<file path="src/design/pixelate_mosaic_stream_unit_defines.svh">
// ----------------------------------------------------------------------------
// pixelate_mosaic_stream_unit_defines
// assertion macros shared by the mosaic block files
// ----------------------------------------------------------------------------
`ifndef PIXELATE_MOSAIC_STREAM_UNIT_DEFINES_SVH
`define PIXELATE_MOSAIC_STREAM_UNIT_DEFINES_SVH

// same-cycle implication
`define PMS_ASSERT(label, ck, rn, ante, cons) \
	label: assert property (@(posedge ck) disable iff (!rn) (ante) |-> (cons)) \
		else $error("pms assertion failed");

// next-cycle implication
`define PMS_ASSERT_NEXT(label, ck, rn, ante, cons) \
	label: assert property (@(posedge ck) disable iff (!rn) (ante) |=> (cons)) \
		else $error("pms assertion failed");

`endif

</file>
<file path="src/design/pms_pkg.sv">
// ----------------------------------------------------------------------------
// pms_pkg
// constants and types of the pixelate mosaic stream block
// ----------------------------------------------------------------------------
package pms_pkg;

	localparam int PMS_MAX_WIDTH  = 4096;
	localparam int PMS_MAX_HEIGHT = 4096;

	localparam int CFG_DIM_W   = 13;
	localparam int CFG_BLOCK_W = 8;
	localparam int PIXEL_W     = 32;
	localparam int APB_ADDR_W  = 4;
	localparam int APB_DATA_W  = 32;

	localparam logic [CFG_DIM_W-1:0]   RESET_WIDTH  = 13'd1920;
	localparam logic [CFG_DIM_W-1:0]   RESET_HEIGHT = 13'd1080;
	localparam logic [CFG_BLOCK_W-1:0] RESET_BLOCK  = 8'd10;

	localparam logic [1:0] REG_IMAGE_WIDTH  = 2'd0;
	localparam logic [1:0] REG_IMAGE_HEIGHT = 2'd1;
	localparam logic [1:0] REG_BLOCK_SIZE   = 2'd2;

	typedef struct packed {
		logic top_left;
		logic line_end;
		logic frame_end;
	} pos_flags_t;

endpackage

</file>
<file path="src/design/pms_raster.sv">
// ----------------------------------------------------------------------------
// pms_raster
// raster position tracker: pixel, line and block phase counters, store address
// ----------------------------------------------------------------------------
`include "pixelate_mosaic_stream_unit_defines.svh"

module pms_raster
	import pms_pkg::*;
#(
	parameter int MAX_WIDTH  = PMS_MAX_WIDTH,
	parameter int MAX_HEIGHT = PMS_MAX_HEIGHT,
	localparam int AW = $clog2(MAX_WIDTH),
	localparam int HW = $clog2(MAX_HEIGHT)
) (
	input  logic                   clk,
	input  logic                   arst_n,
	input  logic                   advance,
	input  logic [CFG_DIM_W-1:0]   image_width,
	input  logic [CFG_DIM_W-1:0]   image_height,
	input  logic [CFG_BLOCK_W-1:0] block_size,
	output logic [AW-1:0]          addr,
	output pos_flags_t             flags
);

	localparam int DW = $clog2(MAX_WIDTH + 1);
	localparam int DH = $clog2(MAX_HEIGHT + 1);

	logic [AW-1:0]          column_q;
	logic [HW-1:0]          row_q;
	logic [CFG_BLOCK_W-1:0] cph_q;
	logic [CFG_BLOCK_W-1:0] rph_q;
	logic [AW-1:0]          bcol_q;

	logic [DW-1:0]          w_eff;
	logic [DH-1:0]          h_eff;
	logic [CFG_BLOCK_W-1:0] bs_eff;
	logic [DW-1:0]          col_inc;
	logic [DH-1:0]          row_inc;
	logic [CFG_BLOCK_W:0]   cph_inc;
	logic [CFG_BLOCK_W:0]   rph_inc;
	logic                   cwrap;
	logic                   rwrap;

	always_comb begin
		if (image_width == '0) begin
			w_eff = DW'(1);
		end else if (32'(image_width) > MAX_WIDTH) begin
			w_eff = DW'(MAX_WIDTH);
		end else begin
			w_eff = DW'(image_width);
		end
		if (image_height == '0) begin
			h_eff = DH'(1);
		end else if (32'(image_height) > MAX_HEIGHT) begin
			h_eff = DH'(MAX_HEIGHT);
		end else begin
			h_eff = DH'(image_height);
		end
		bs_eff  = (block_size == '0) ? CFG_BLOCK_W'(1) : block_size;
		col_inc = DW'(column_q) + DW'(1);
		row_inc = DH'(row_q) + DH'(1);
		cph_inc = {1'b0, cph_q} + (CFG_BLOCK_W+1)'(1);
		rph_inc = {1'b0, rph_q} + (CFG_BLOCK_W+1)'(1);
		cwrap   = cph_inc >= {1'b0, bs_eff};
		rwrap   = rph_inc >= {1'b0, bs_eff};
	end

	assign addr            = bcol_q;
	assign flags.top_left  = (cph_q == '0) && (rph_q == '0);
	assign flags.line_end  = col_inc >= w_eff;
	assign flags.frame_end = flags.line_end && (row_inc >= h_eff);

	always_ff @(posedge clk or negedge arst_n) begin
		if (!arst_n) begin
			column_q <= '0;
			row_q    <= '0;
			cph_q    <= '0;
			rph_q    <= '0;
			bcol_q   <= '0;
		end else if (advance) begin
			if (flags.line_end) begin
				column_q <= '0;
				cph_q    <= '0;
				bcol_q   <= '0;
				if (flags.frame_end) begin
					row_q <= '0;
					rph_q <= '0;
				end else begin
					row_q <= HW'(row_inc);
					rph_q <= rwrap ? '0 : CFG_BLOCK_W'(rph_inc);
				end
			end else begin
				column_q <= AW'(col_inc);
				if (cwrap) begin
					cph_q  <= '0;
					bcol_q <= bcol_q + AW'(1);
				end else begin
					cph_q  <= CFG_BLOCK_W'(cph_inc);
				end
			end
		end
	end

	`PMS_ASSERT(a_bcol_behind_col, clk, arst_n, 1'b1, bcol_q <= column_q)
	`PMS_ASSERT(a_frame_end_on_line_end, clk, arst_n, flags.frame_end, flags.line_end)
	`PMS_ASSERT_NEXT(a_frame_restart, clk, arst_n, advance && flags.frame_end,
		column_q == '0 && row_q == '0 && cph_q == '0 && rph_q == '0 && bcol_q == '0)

endmodule

</file>
<file path="config.mk">
export PLATFORM = sky130hd
export DESIGN_NAME = pms_raster
export DESIGN_NICKNAME = d
export VERILOG_FILES = /design/src/design/pms_pkg.sv /design/src/design/pms_raster.sv
export VERILOG_INCLUDE_DIRS = /design/src /design/src/design
export SDC_FILE = /design/constraint.sdc
export NUM_CORES = 1
export LEC_CHECK = 0
export BUFFER_PORTS_ARGS = -buffer_cell sky130_fd_sc_hd__buf_2
export CAP_MARGIN = 20
export CORE_MARGIN = 2
export CORE_UTILIZATION = 55
export CTS_CLUSTER_DIAMETER = 100
export DETAILED_ROUTE_END_ITERATION = 8
export PLACE_DENSITY = 0.85
export SYNTH_ARGS = -nofsm -noshare
export SYNTH_HDL_FRONTEND = slang
export SYNTH_SLANG_ARGS = --single-unit
</file>
<file path="constraint.sdc">
create_clock -name clk -period 7.2 [get_ports clk]
set_input_delay 1.08 -clock clk [delete_from_list [all_inputs] [get_ports clk]]
set_output_delay 1.08 -clock clk [all_outputs]
set_load 0.02 [all_outputs]
</file>
* Yosys cells after proc, flatten, opt, wreduce, memory -nomap -nowiden
Cells that the tools add are included.
** Cells by class
- Add/sub/neg operators :: 5
- Magnitude comparators :: 6
- Muxes and demuxes :: 13
- Reduce and logical (&&, ||, !) cells :: 10
** Operators by type and width (count)
- $mux W13 :: 4
- $mux W12 :: 4
- $mux W8 :: 5
- $add A12 B1 Y13 const B :: 2
- $ge A13 B13 Y1 :: 2
- $gt A13 B13 Y1 const B :: 2
- $logic_not A13 Y1 :: 2
- $logic_not A8 Y1 :: 3
- $add A8 B1 Y9 const B :: 2
- $ge A9 B8 Y1 :: 2
- $add A12 B1 Y12 const B :: 1
- $reduce_and A2 Y1 :: 2
- $logic_and A1 B1 Y1 :: 2
- $reduce_bool A2 Y1 :: 1
** Storage, ports and cells
- Bits in registers :: 52
- Input bits :: 37
- Output and inout bits :: 15

* Longest topological paths before layout
Gate-level depths: netlist (run 1).
- Depth after elaboration :: 6
- Mapped depth :: 14
- Gate-level depth less buffers :: 13

* Worst setup path after synthesis (run 1)
OpenSTA, ideal clock, no wires.
- Path kind :: input to output
- Start point :: in image_width[12]
- End point :: out flags[0] (netlist name)
- Arrival time :: 3.140 ns
- Slack :: 2.980 ns
- Stages on the path :: 11
- Path through :: inv_1 clkbuf_1 nand2_1 ha_1 a211oi_1 nor2_1 or3_4 a21oi_4 inv_2 buf_4 and2_1
** RTL lines
- from (decl) :: RTL line pms_raster.sv:18 : input logic [CFG_DIM_W-1:0] image_width,
- to (decl) :: RTL line pms_raster.sv:22 : output pos_flags_t flags

==> impl_results.md, run 1 <==
- Hold Violations, Final: 0
- Synthesized flop and latch total: 52
- Seq pwr share: 37.3%
- Num rows: 31
- Final worst path period share: 66.1%
- TritonCTS clock tree: yes
- Clock sinks: 52
- DR vias: 3643
- Iter 0 DRT Violations: 215
- Synthesized instance count: 471
- Post-placement setup slack: 2780 ps
- CTS H-tree lvls: 2
- PD cells: 251 nW/um^2
- Crit path DAT: 3680 ps
- Ratio of cells with drive above 1 in the final layout: 16.1%
- Mapped cell area: 4220 um^2
- Nets@finish: 599
- Finish-stage setup viols: 0
- Syn_nets: 557
- Residual DRC count: 0
- Area leader, netlist: dfrtp_1
- ANT nets after route: 0
- Diodes inserted: 0
- Die Ht: 91.6 um
- Top-count cell post-synth: dfrtp_1
- Crit-path max FO: 17
- Sw Ratio: 41.3%
- Post-synthesis simple-gate area fraction: 22.4%
- Maxcap violations: 0
- Synth Warn #: 0
- Slew Viols, Final: 0
- Setup TNS: 0 ps
- Dominant cells by area after synthesis: dfrtp_1 31%, ha_1 15%, a22o_1 4.8%, nand2_1 4.5%, nand3_1 3.8%
- Xor/xnor share of the synthesized area: 6.44%
- Final worst slack: 2440 ps
- Synth-to-layout area growth: 9.91%
- Total routed wirelength: 9.48 mm
- GP Congestion: 0.857
- CP endpoint kind: output pin
- Clk_lat worst skew: 320 ps
- Post-synth EDFFs: 0
- Total power: 1160 uW
- Status: completed
- Port bufs: 51
- CTS clock-pin slew for the worst setup and hold paths: 100 ps
- Fmax: 210 MHz
- Inserted Clock Buffers: 5
- Largest net degree at the start of global routing: 53
- Psw: 480 uW
- Skew final: 7.40 ps
- Initial core utilization: 57.5%
- Main combinational cell family by area after synthesis: simple AND/OR/NAND/NOR gates
- Post-synthesis async set-or-reset flop share: 100%
- Relative max-transition margin: 46.9%
- Final min period: 4760 ps
- HPWL after detailed placement: 7.15 mm
- Initial antenna violation count: 0
- Post-DR wirelength/cell: 15.5 um
- Die Area: 8380 um^2
- Actual slew at the worst max-slew pin: 794 ps
- Core box area: 7330 um^2
- Peak per-stage delay on the critical path: 460 ps
- GR Util All Layers: 23.5%
- CP Launch Type: flop
- Worst VDD drop: 0.165 mV
- Most used flip-flop cell after synthesis: dfrtp_1
- WS Path Type: flop to output pin
- Post-synthesis cell type count: 65
- Number of global-route vias before repair: 3575
- Int Power: 683 uW
- Clock group share of total power: 18.4%
- DR vias/cell: 5.94
- 1st-pass router iterations: 4
- Root Driver: clkbuf_8
- Post-synthesis sequential area ratio: 30.9%
- CTS max path bufs: 2
- Comb pwr share: 44.3%
- Avg Cell Area, Syn: 8.95 um^2
- Cell breakdown of the critical path: ha_1 -> and3_1 -> and3_1 -> nand3_1 -> xnor2_1 -> ha_1 -> a211oi_1 -> nor2_1 -> or3_4 -> a21oi_4 -> inv_2 -> and2_1 -> buf_2
- Final-layout fill cell count: 629
- First-pass GRT wire length: 16.2 mm
- CP max-delay cell: dfrtp_1
- Post-layout util: 63.2%
- Post-CTS sizing: 0
- RSZ-0062 raised after global routing: false
- Worst hold-check path type: flop to flop
- Multiplexer area fraction after synthesis: 1.04%
- Synth Area in Compound Gates: 20.2%
- Die width: 91.6 um
- Adder-cell area share of the yosys netlist: 14.5%
- # IOs: 52
- Post-CTS setup buffers: 0
- Synth cell count leaders: 52 x dfrtp_1, 51 x nand2_1, 49 x ha_1
- CTS hold repair buffers: 0
- Grt ovf: 0
- Req. time, crit path: 6120 ps
- P_leak: 0.00233 uW
- Share of the synthesized area in the top cell type: 30.9%
==> per-stage QoR <==
| stage | cells | hold slack (ps) | area, um^2 |
|---|---|---|---|
| after floorplan | 471 | 488 | 4220 |
| after global placement | 604 | 515 | 4500 |
| after detailed placement | 604 | 529 | 4500 |
| after CTS | 612 | 553 | 4620 |
| after global routing | 613 | 583 | 4630 |
| final | 613 | 554 | 4630 |
==> path summary, 6_finish.rpt <==
kind	from	end	slack [ps]	depth (start not counted)
max reg2reg	column_q[0]	addr[0]	3550	11
min in group asynchronous	arst_n	cph_q[5]	850	2
max	column_q[0]	flags[0]	2440	13
min	row_q[11]	row_q[11]	550	2
max in group asynchronous	arst_n	row_q[7]	5880	2
min reg2reg	row_q[11]	row_q[11]	550	2
==> power groups by stage <==
stage / Combinational [uW] / Sequential, uW / Clock, uW
6_report: 515 / 434 / 214
5_1_grt: 580 / 446 / 229
4_1_cts: 516 / 432 / 215
3_5_place_dp: 514 / 437 / 0
3_3_place_gp: 487 / 433 / 0
2_1_floorplan: 405 / 421 / 0
==> registers in the layout, indices dropped and copies added, names as in the netlist <==
signal    cells
rph_q         8
row_q        12
column_q     12
addr         12
cph_q         8
==> kinds of logic after synthesis <==
kind of cell	Yosys count
muxes	4
and+or+nand+nor	180
AOI/OAI and AO/OA	113
xor gates and xnor gates	31
DFF	52
adders and majority gates	49
buffers and inverters	42
==> critical path: cells and delay by family (launching register included) <==
family | cells | cell delay, ps
adders and majority gates | 2 | 570
xor gates and xnor gates | 1 | 170
buffers and inverters | 2 | 340
DFF | 1 | 460
AOI/OAI and AO/OA | 2 | 500
and+or+nand+nor | 6 | 1320
==> cell type report <==
cell class / count / area, um^2 / area share (%)
inverter: 24 / 90.1 / 1.94
multi-input combinational: 377 / 2730 / 58.8
clock buffer: 5 / 68.8 / 1.48
clock inverter: 3 / 46.3 / 0.999
tap: 99 / 124 / 2.67
timing repair buffer: 53 / 278 / 5.99
sequential: 52 / 1300 / 28.1
==> placed cells by master (no fill, tap or decap), types with 2 or more instances in the layout <==
cell,n
a31oi_1,4
and3_1,19
nand2b_1,4
mux2_2,3
o21ai_1,7
nor3_1,11
nor3b_1,3
nand4_1,7
o211ai_1,4
ha_1,49
a221oi_1,2
nand2_1,51
a22o_1,23
nor2b_1,5
a21o_1,13
a21oi_1,14
a2bb2oi_1,2
nor2_1,21
a221o_1,3
xor2_1,13
nor4b_1,3
o2bb2ai_1,7
clkbuf_8,5
buf_2,51
nor2_2,2
inv_1,22
dfrtp_1,52
o21ai_0,19
or3_1,3
nand3_1,32
xnor2_1,18
nor4_1,7
==> routing by layer <==
layer	vias to the layer above	track usage [%]	share of wire [%]
met2	89	38.0	47
met1	1729	32.3	47
met3	10	4.23	4.4
li1	1815	-	-
met5	-	0	0
met4	0	6.44	1.1
No activity file was read; power rests on OpenSTA's default activity.
==> run 2: changes to the inputs <==
ABC_AREA = 1   (was unset)
CORE_UTILIZATION = 54   (was 55)
PLACE_DENSITY = 0.87   (was 0.85)
clock period = 3.9 ns   (was 7.2 ns; I/O delays follow)
==> impl_results.md, run 2 <==
- Largest net degree at the start of global routing: 33 (was 53)
- Synth-to-layout area growth: 10.7% (was 9.91%)
- Sw Ratio: 46.3% (was 41.3%)
- Synthesized flop and latch total: 52 (unchanged)
- Initial antenna violation count: 0 (unchanged)
- Ratio of cells with drive above 1 in the final layout: 15.6% (was 16.1%)
- ANT nets after route: 0 (unchanged)
- Die Area: 8790 um^2 (was 8380 um^2)
- Final worst path period share: 93.0%
- Dominant cells by area after synthesis: dfrtp_1 30%, nand2_1 15%, ha_1 14%, inv_1 7.2%, xor2_1 6.4% (was dfrtp_1 31%, ha_1 15%, a22o_1 4.8%, nand2_1 4.5%, nand3_1 3.8%)
- Cell breakdown of the critical path: ha_1 -> nand2_1 -> nor3_2 -> nand3_1 -> nor2_1 -> nand2_1 -> xnor2_2 -> ha_1 -> nand2_1 -> nand2_1 -> nand2_1 -> nand2_1 -> a21oi_2 -> nand3_4 -> nand2_1 -> inv_1 -> buf_2 (was ha_1 -> and3_1 -> and3_1 -> nand3_1 -> xnor2_1 -> ha_1 -> a211oi_1 -> nor2_1 -> or3_4 -> a21oi_4 -> inv_2 -> and2_1 -> buf_2)
- Final worst slack: 273 ps (was 2440 ps)
- Status: completed (unchanged)
- Share of the synthesized area in the top cell type: 29.9% (was 30.9%)
- Final-layout fill cell count: 671 (was 629)
- Fmax: 276 MHz
- Post-synthesis async set-or-reset flop share: 100% (unchanged)
- Actual slew at the worst max-slew pin: 673 ps (was 794 ps)
- WP buf/inv: 2 (unchanged)
- PD cells: 505 nW/um^2 (was 251 nW/um^2)
- CP Launch Type: flop (unchanged)
- GR Util All Layers: 23.4% (was 23.5%)
- DR vias: 4041 (was 3643)
- Synth cell count leaders: 179 x nand2_1, 83 x inv_1, 52 x dfrtp_1 (was 52 x dfrtp_1, 51 x nand2_1, 49 x ha_1)
- CTS max path bufs: 2 (unchanged)
- CTS hold repair buffers: 0 (unchanged)
- Die Ht: 93.7 um (was 91.6 um)
- Port bufs: 51 (unchanged)
- Number of global-route vias before repair: 3914 (was 3575)
- Residual DRC count: 0 (unchanged)
- Commonest non-fill, non-tap cell in the layout: nand2_1 (was dfrtp_1)
- Num rows: 32 (was 31)
- GP Congestion: 0.851 (was 0.857)
- Worst hold-check path type: primary input to async pin (was flop to flop)
- Relative max-transition margin: 55.1% (was 46.9%)
- Clock group share of total power: 13.4% (was 18.4%)
- HPWL after detailed placement: 7.56 mm (was 7.15 mm)
- Synthesized instance count: 598 (was 471)
- Post-synthesis sequential area ratio: 29.9% (was 30.9%)
- Most used flip-flop cell after synthesis: dfrtp_1 (unchanged)
- Root Driver: clkbuf_8 (unchanged)
- Crit path DAT: 3040 ps (was 3680 ps)
- Post-layout util: 62.0% (was 63.2%)
- Slew Viols, Final: 0 (unchanged)
- Grt ovf: 0 (unchanged)
- CP max-delay cell: dfrtp_2 (was dfrtp_1)
- Crit path max-delay family: simple AND/OR/NAND/NOR gates (unchanged)
- Post-CTS sizing: 0 (unchanged)
- 1st-pass router iterations: 5 (was 4)
- CTS clock-pin slew for the worst setup and hold paths: 100 ps (about the same)
- Psw: 1130 uW (was 480 uW)
- Int Power: 1310 uW (was 683 uW)
- # IOs: 52 (unchanged)
- Iter 0 DRT Violations: 293 (was 215)
- P_leak: 0.00270 uW (was 0.00233 uW)
- CTS H-tree lvls: 2 (unchanged)
- First-pass GRT wire length: 16.9 mm (was 16.2 mm)
- Total routed wirelength: 9.71 mm (was 9.48 mm)
- Post-synth EDFFs: 0 (unchanged)
- Top-count cell post-synth: nand2_1 (was dfrtp_1)
- Post-DR wirelength/cell: 12.9 um (was 15.5 um)
- TritonCTS clock tree: yes (unchanged)
- Peak per-stage delay on the critical path: 410 ps (was 460 ps)
- Post-placement setup slack: 469 ps (was 2780 ps)
- Die width: 93.7 um (was 91.6 um)
- Syn_nets: 684 (was 557)
- Inserted Clock Buffers: 5 (unchanged)
- Mapped cell area: 4350 um^2 (was 4220 um^2)
- Comb pwr share: 52.4% (was 44.3%)
- Worst path most repeated cell: nand2_1
- Post-CTS setup buffers: 0 (unchanged)
- DR vias/cell: 5.36 (was 5.94)
- Skew final: 11.3 ps (was 7.40 ps)
- Most frequent cells in the layout: 179 x nand2_1, 83 x inv_1, 51 x dfrtp_1, 51 x buf_2, 49 x ha_1 (was 52 x dfrtp_1, 51 x nand2_1, 51 x buf_2)
- Finish-stage setup viols: 0 (unchanged)
- Final min period: 3630 ps
- Avg Cell Area, Syn: 7.27 um^2 (was 8.95 um^2)
- Crit. Startpoint: column_q[0] (unchanged)
- Nets@finish: 737 (was 599)
- Clock sinks: 52 (unchanged)
- Initial core utilization: 56.0% (was 57.5%)
- Seq pwr share: 34.2% (was 37.3%)
- Maxcap violations: 0 (unchanged)
- Core box area: 7770 um^2 (was 7330 um^2)
- CP endpoint kind: output pin (unchanged)
- WS Path Type: flop to output pin (unchanged)
- Req. time, crit path: 3310 ps (was 6120 ps)
- Post-synthesis cell type count: 34 (was 65)
- Area leader, netlist: dfrtp_1 (unchanged)
- Hold Violations, Final: 0 (unchanged)
- R2r startpoint: column_q[0] (unchanged)
- Clk_lat worst skew: 310 ps (was 320 ps)
- Diodes inserted: 0 (unchanged)
- Crit-path max FO: 10 (was 17)
- Synth Warn #: 0 (unchanged)
- Worst VDD drop: 0.298 mV (was 0.165 mV)
-- run 2: cell count changes after synthesis, moves of 7 or more --
cell       previous run  this run
a22o_1               23         0
nand2_2               0        12
xor2_1               13        32
nor2_1               21        35
nand4_1               7        15
nand2_1              51       179
o21ai_2               0         8
xnor2_1              18         4
inv_1                22        83
o2bb2ai_1             7         0
a21o_1               13         0
and3_1               19         0
-- run 2: final cells by class --
type	count	area, um^2	area share, %
clock buffer	7	86.3	1.79
clock inverter	1	7.51	0.156
inverter	87	327	6.78
multi-input combinational	451	2690	55.8
sequential	52	1300	27.0
tap	102	128	2.65
timing repair buffer	54	278	5.77
-- run 2: power by group through the flow --
stage	registers [uW]	logic (uW)	clock network, uW
3_5_place_dp	833	1250	0
5_1_grt	853	1460	348
6_report	833	1280	325
4_1_cts	827	1270	324
2_1_floorplan	831	942	0
3_3_place_gp	827	1180	0
-- run 2: cell families after synthesis --
logic type | count (synthesis) | share of synthesized area, %
adder cells (fa/ha/maj) | 49 | 14.1
XOR/XNOR | 36 | 7.25
buffers and inverters | 95 | 8.69
AND/OR/NAND/NOR | 314 | 32.8
flip-flops | 52 | 29.9
AO/OA/AOI/OAI | 52 | 7.25
-- run 2: worst paths after layout --
kind                               end  slack, ps  cells after the start
hold reg to reg            column_q[0]        510                      1
min in group clk           column_q[0]        510                      1
setup reg to reg           column_q[4]        590                     17
max in group asynchronous  column_q[0]       2830                      2
setup / recovery              flags[0]        270                     17
hold / removal               row_q[10]        290                      1
-- run 2: layer usage --
metal,vias up,wire (um),GRT usage [%]
met5,-,0,0
met4,0,111,5.80
met3,12,418,3.37
met2,106,4870,41.1
met1,1874,4300,30.3
li1,2049,-,-
-- run 2: per-stage QoR --
stage / setup TNS [ps] / std cells / area, um^2 / total power [uW] / hold WS, ps
after floorplan: 0 / 598 / 4350 / 1770 / 289
after global placement: 0 / 746 / 4700 / 2010 / 492
after detailed placement: 0 / 746 / 4700 / 2090 / 498
after CTS: 0 / 754 / 4800 / 2420 / 325
after global routing: -14.1 / 754 / 4820 / 2660 / 359
final: 0 / 754 / 4820 / 2430 / 293
==> run 3: changes to the inputs <==
BUFFER_PORTS_ARGS = -buffer_cell sky130_fd_sc_hd__buf_4   (was -buffer_cell sky130_fd_sc_hd__buf_2)
CAP_MARGIN = unset   (was 20)
==> impl_results.md, run 3 (same netlist as run 2, synthesis figures left out) <==
- CTS clock-pin slew for the worst setup and hold paths: 90 ps (was 100 ps)
- TritonCTS clock tree: yes (unchanged)
- Initial core utilization: 56.0% (unchanged)
- Req. time, crit path: 3310 ps (about the same)
- Post-layout util: 63.5% (was 62.0%)
- Synth-to-layout area growth: 13.5% (was 10.7%)
- Clock sinks: 52 (unchanged)
- Clock group share of total power: 12.9% (was 13.4%)
- Post-placement setup slack: 397 ps (was 469 ps)
- Post-DR wirelength/cell: 12.6 um (was 12.9 um)
- Final worst path period share: 93.3% (was 93.0%)
- Slew Viols, Final: 0 (unchanged)
- Final min period: 3640 ps (was 3630 ps)
- Finish-stage setup viols: 0 (unchanged)
- 1st-pass router iterations: 6 (was 5)
- Setup slack, reg-to-reg: 470 ps (was 590 ps)
- Port bufs: 51 (unchanged)
- Status: completed (unchanged)
- Inserted Clock Buffers: 5 (unchanged)
- Sw Ratio: 45.2% (was 46.3%)
- WS Path Type: flop to output pin (unchanged)
- Ratio of cells with drive above 1 in the final layout: 15.2% (was 15.6%)
- Crit-path max FO: 10 (unchanged)
- Worst VDD drop: 0.239 mV (was 0.298 mV)
- Core box area: 7770 um^2 (unchanged)
- Final worst slack: 261 ps (was 273 ps)
- CP endpoint kind: output pin (unchanged)
- Largest net degree at the start of global routing: 53 (was 33)
- GR Util All Layers: 22.8% (was 23.4%)
- Initial antenna violation count: 0 (unchanged)
- PD cells: 493 nW/um^2 (was 505 nW/um^2)
- Hold Violations, Final: 0 (unchanged)
- Seq pwr share: 34.2% (about the same)
- Root Driver: clkbuf_8 (unchanged)
- Commonest non-fill, non-tap cell in the layout: nand2_1 (unchanged)
- Finished Cell Area: 4930 um^2 (was 4820 um^2)
- HPWL after detailed placement: 7.55 mm (was 7.56 mm)
- Actual slew at the worst max-slew pin: 638 ps (was 673 ps)
- ANT nets after route: 0 (unchanged)
- Int Power: 1330 uW (was 1310 uW)
- Diodes inserted: 0 (unchanged)
- # IOs: 52 (unchanged)
- Psw: 1100 uW (was 1130 uW)
- Cells on worst reg2reg path: 17 (unchanged)
- Most frequent cells in the layout: 179 x nand2_1, 83 x inv_1, 54 x buf_4 (was 179 x nand2_1, 83 x inv_1, 51 x dfrtp_1, 51 x buf_2, 49 x ha_1)
- Non-filler instance count after layout: 754 (unchanged)
- Die width: 93.7 um (unchanged)
- Setup TNS: 0 ps (unchanged)
- CP Launch Type: flop (unchanged)
- Iter 0 DRT Violations: 247 (was 293)
- Grt ovf: 0 (unchanged)
- DR vias: 4031 (was 4041)
- Die Ht: 93.7 um (unchanged)
- First-pass GRT wire length: 16.8 mm (was 16.9 mm)
- Maxcap violations: 0 (unchanged)
- Reg2Reg Capture Point: column_q[5] (was column_q[4])
- Worst hold-check path type: primary input to async pin (unchanged)
- Dpl cell area: 4820 um^2 (was 4700 um^2)
- DR vias/cell: 5.35 (was 5.36)
- R2r startpoint: column_q[0] (unchanged)
- Clk_lat worst skew: 300 ps (was 310 ps)
- Skew final: 6.04 ps (was 11.3 ps)
- RSZ-0062 raised after global routing: false
- CTS max path bufs: 2 (unchanged)
- Fmax: 275 MHz (was 276 MHz)
- Die Area: 8790 um^2 (unchanged)
- Relative max-transition margin: 57.5% (was 55.1%)
- CTS H-tree lvls: 2 (unchanged)
- Number of global-route vias before repair: 3967 (was 3914)
- GP Congestion: 0.910 (was 0.851)
- Comb pwr share: 52.9% (was 52.4%)
- Residual DRC count: 0 (unchanged)
- Nets@finish: 737 (unchanged)
- Placed cells: 745 (was 746)
- Num rows: 32 (unchanged)
- Crit path DAT: 3050 ps (was 3040 ps)
- Total routed wirelength: 9.52 mm (was 9.71 mm)
- P_leak: 0.00273 uW (was 0.00270 uW)
## run 3: changes by cell type in the layout (fill, tap and decap cells not counted)
cell / delta
nor3_1: +1
clkbuf_1: +1
clkinvlp_4: -1
a21oi_4: +1
xnor2_1: +1
a21oi_2: -1
nor3_2: -1
buf_2: -51
xnor2_2: -1
buf_4: +51
## run 3: timing repair
action	CTS	global route
gates resized for setup	0	3
buffers inserted	0	1
setup endpoints to repair	0	2
hold buffers	0	0
## run 3: how the worst max path moves through the flow
stage | from | endpoint
floorplan | column_q[0] | flags[0]
global placement | image_width[2] | flags[0]
detailed placement | column_q[0] | column_q[5]
CTS | column_q[0] | flags[0]
global route | column_q[0] | flags[0]
finish | column_q[2] | flags[0]
## run 3: per-stage QoR
step           hold WS [ps]  power, uW
2_1_floorplan           289       1770
3_3_place_gp            493       2040
3_5_place_dp            512       2110
4_1_cts                 318       2430
5_1_grt                 356       2670
6_report                301       2430
## run 3: critical path, cell delays in order, from the launching register on
cell	delay (ps)
dfrtp_1	410
inv_1	70
nor3_1	460
nand3_1	210
xor2_1	290
inv_1	90
ha_1	300
nand4_1	90
nor2_1	140
nand3_1	160
nand3_4	200
nand2_1	120
inv_1	70
buf_4	130
## run 3: area by class of cell
cell class / instances / area (um^2)
sequential: 52 / 1300
tap: 102 / 128
inverter: 87 / 327
timing repair buffer: 54 / 405
clock buffer: 8 / 90.1
multi-input combinational: 451 / 2680
fill: 673 / 2830
## run 3: layer usage
metal | track usage [%] | share of wire, % | vias to the layer above
met5 | 0 | 0 | -
met4 | 6.28 | 1.5 | 0
met3 | 2.57 | 3.9 | 12
met2 | 40.7 | 49 | 88
met1 | 29.3 | 46 | 1895
li1 | - | - | 2036
## run 3: power groups by stage
stage	clock [uW]	sequential, uW	combinational [uW]
final	315	832	1290
after global routing	340	853	1480
after detailed placement	0	838	1280
after floorplan	0	831	942
after CTS	320	828	1280
after global placement	0	830	1210
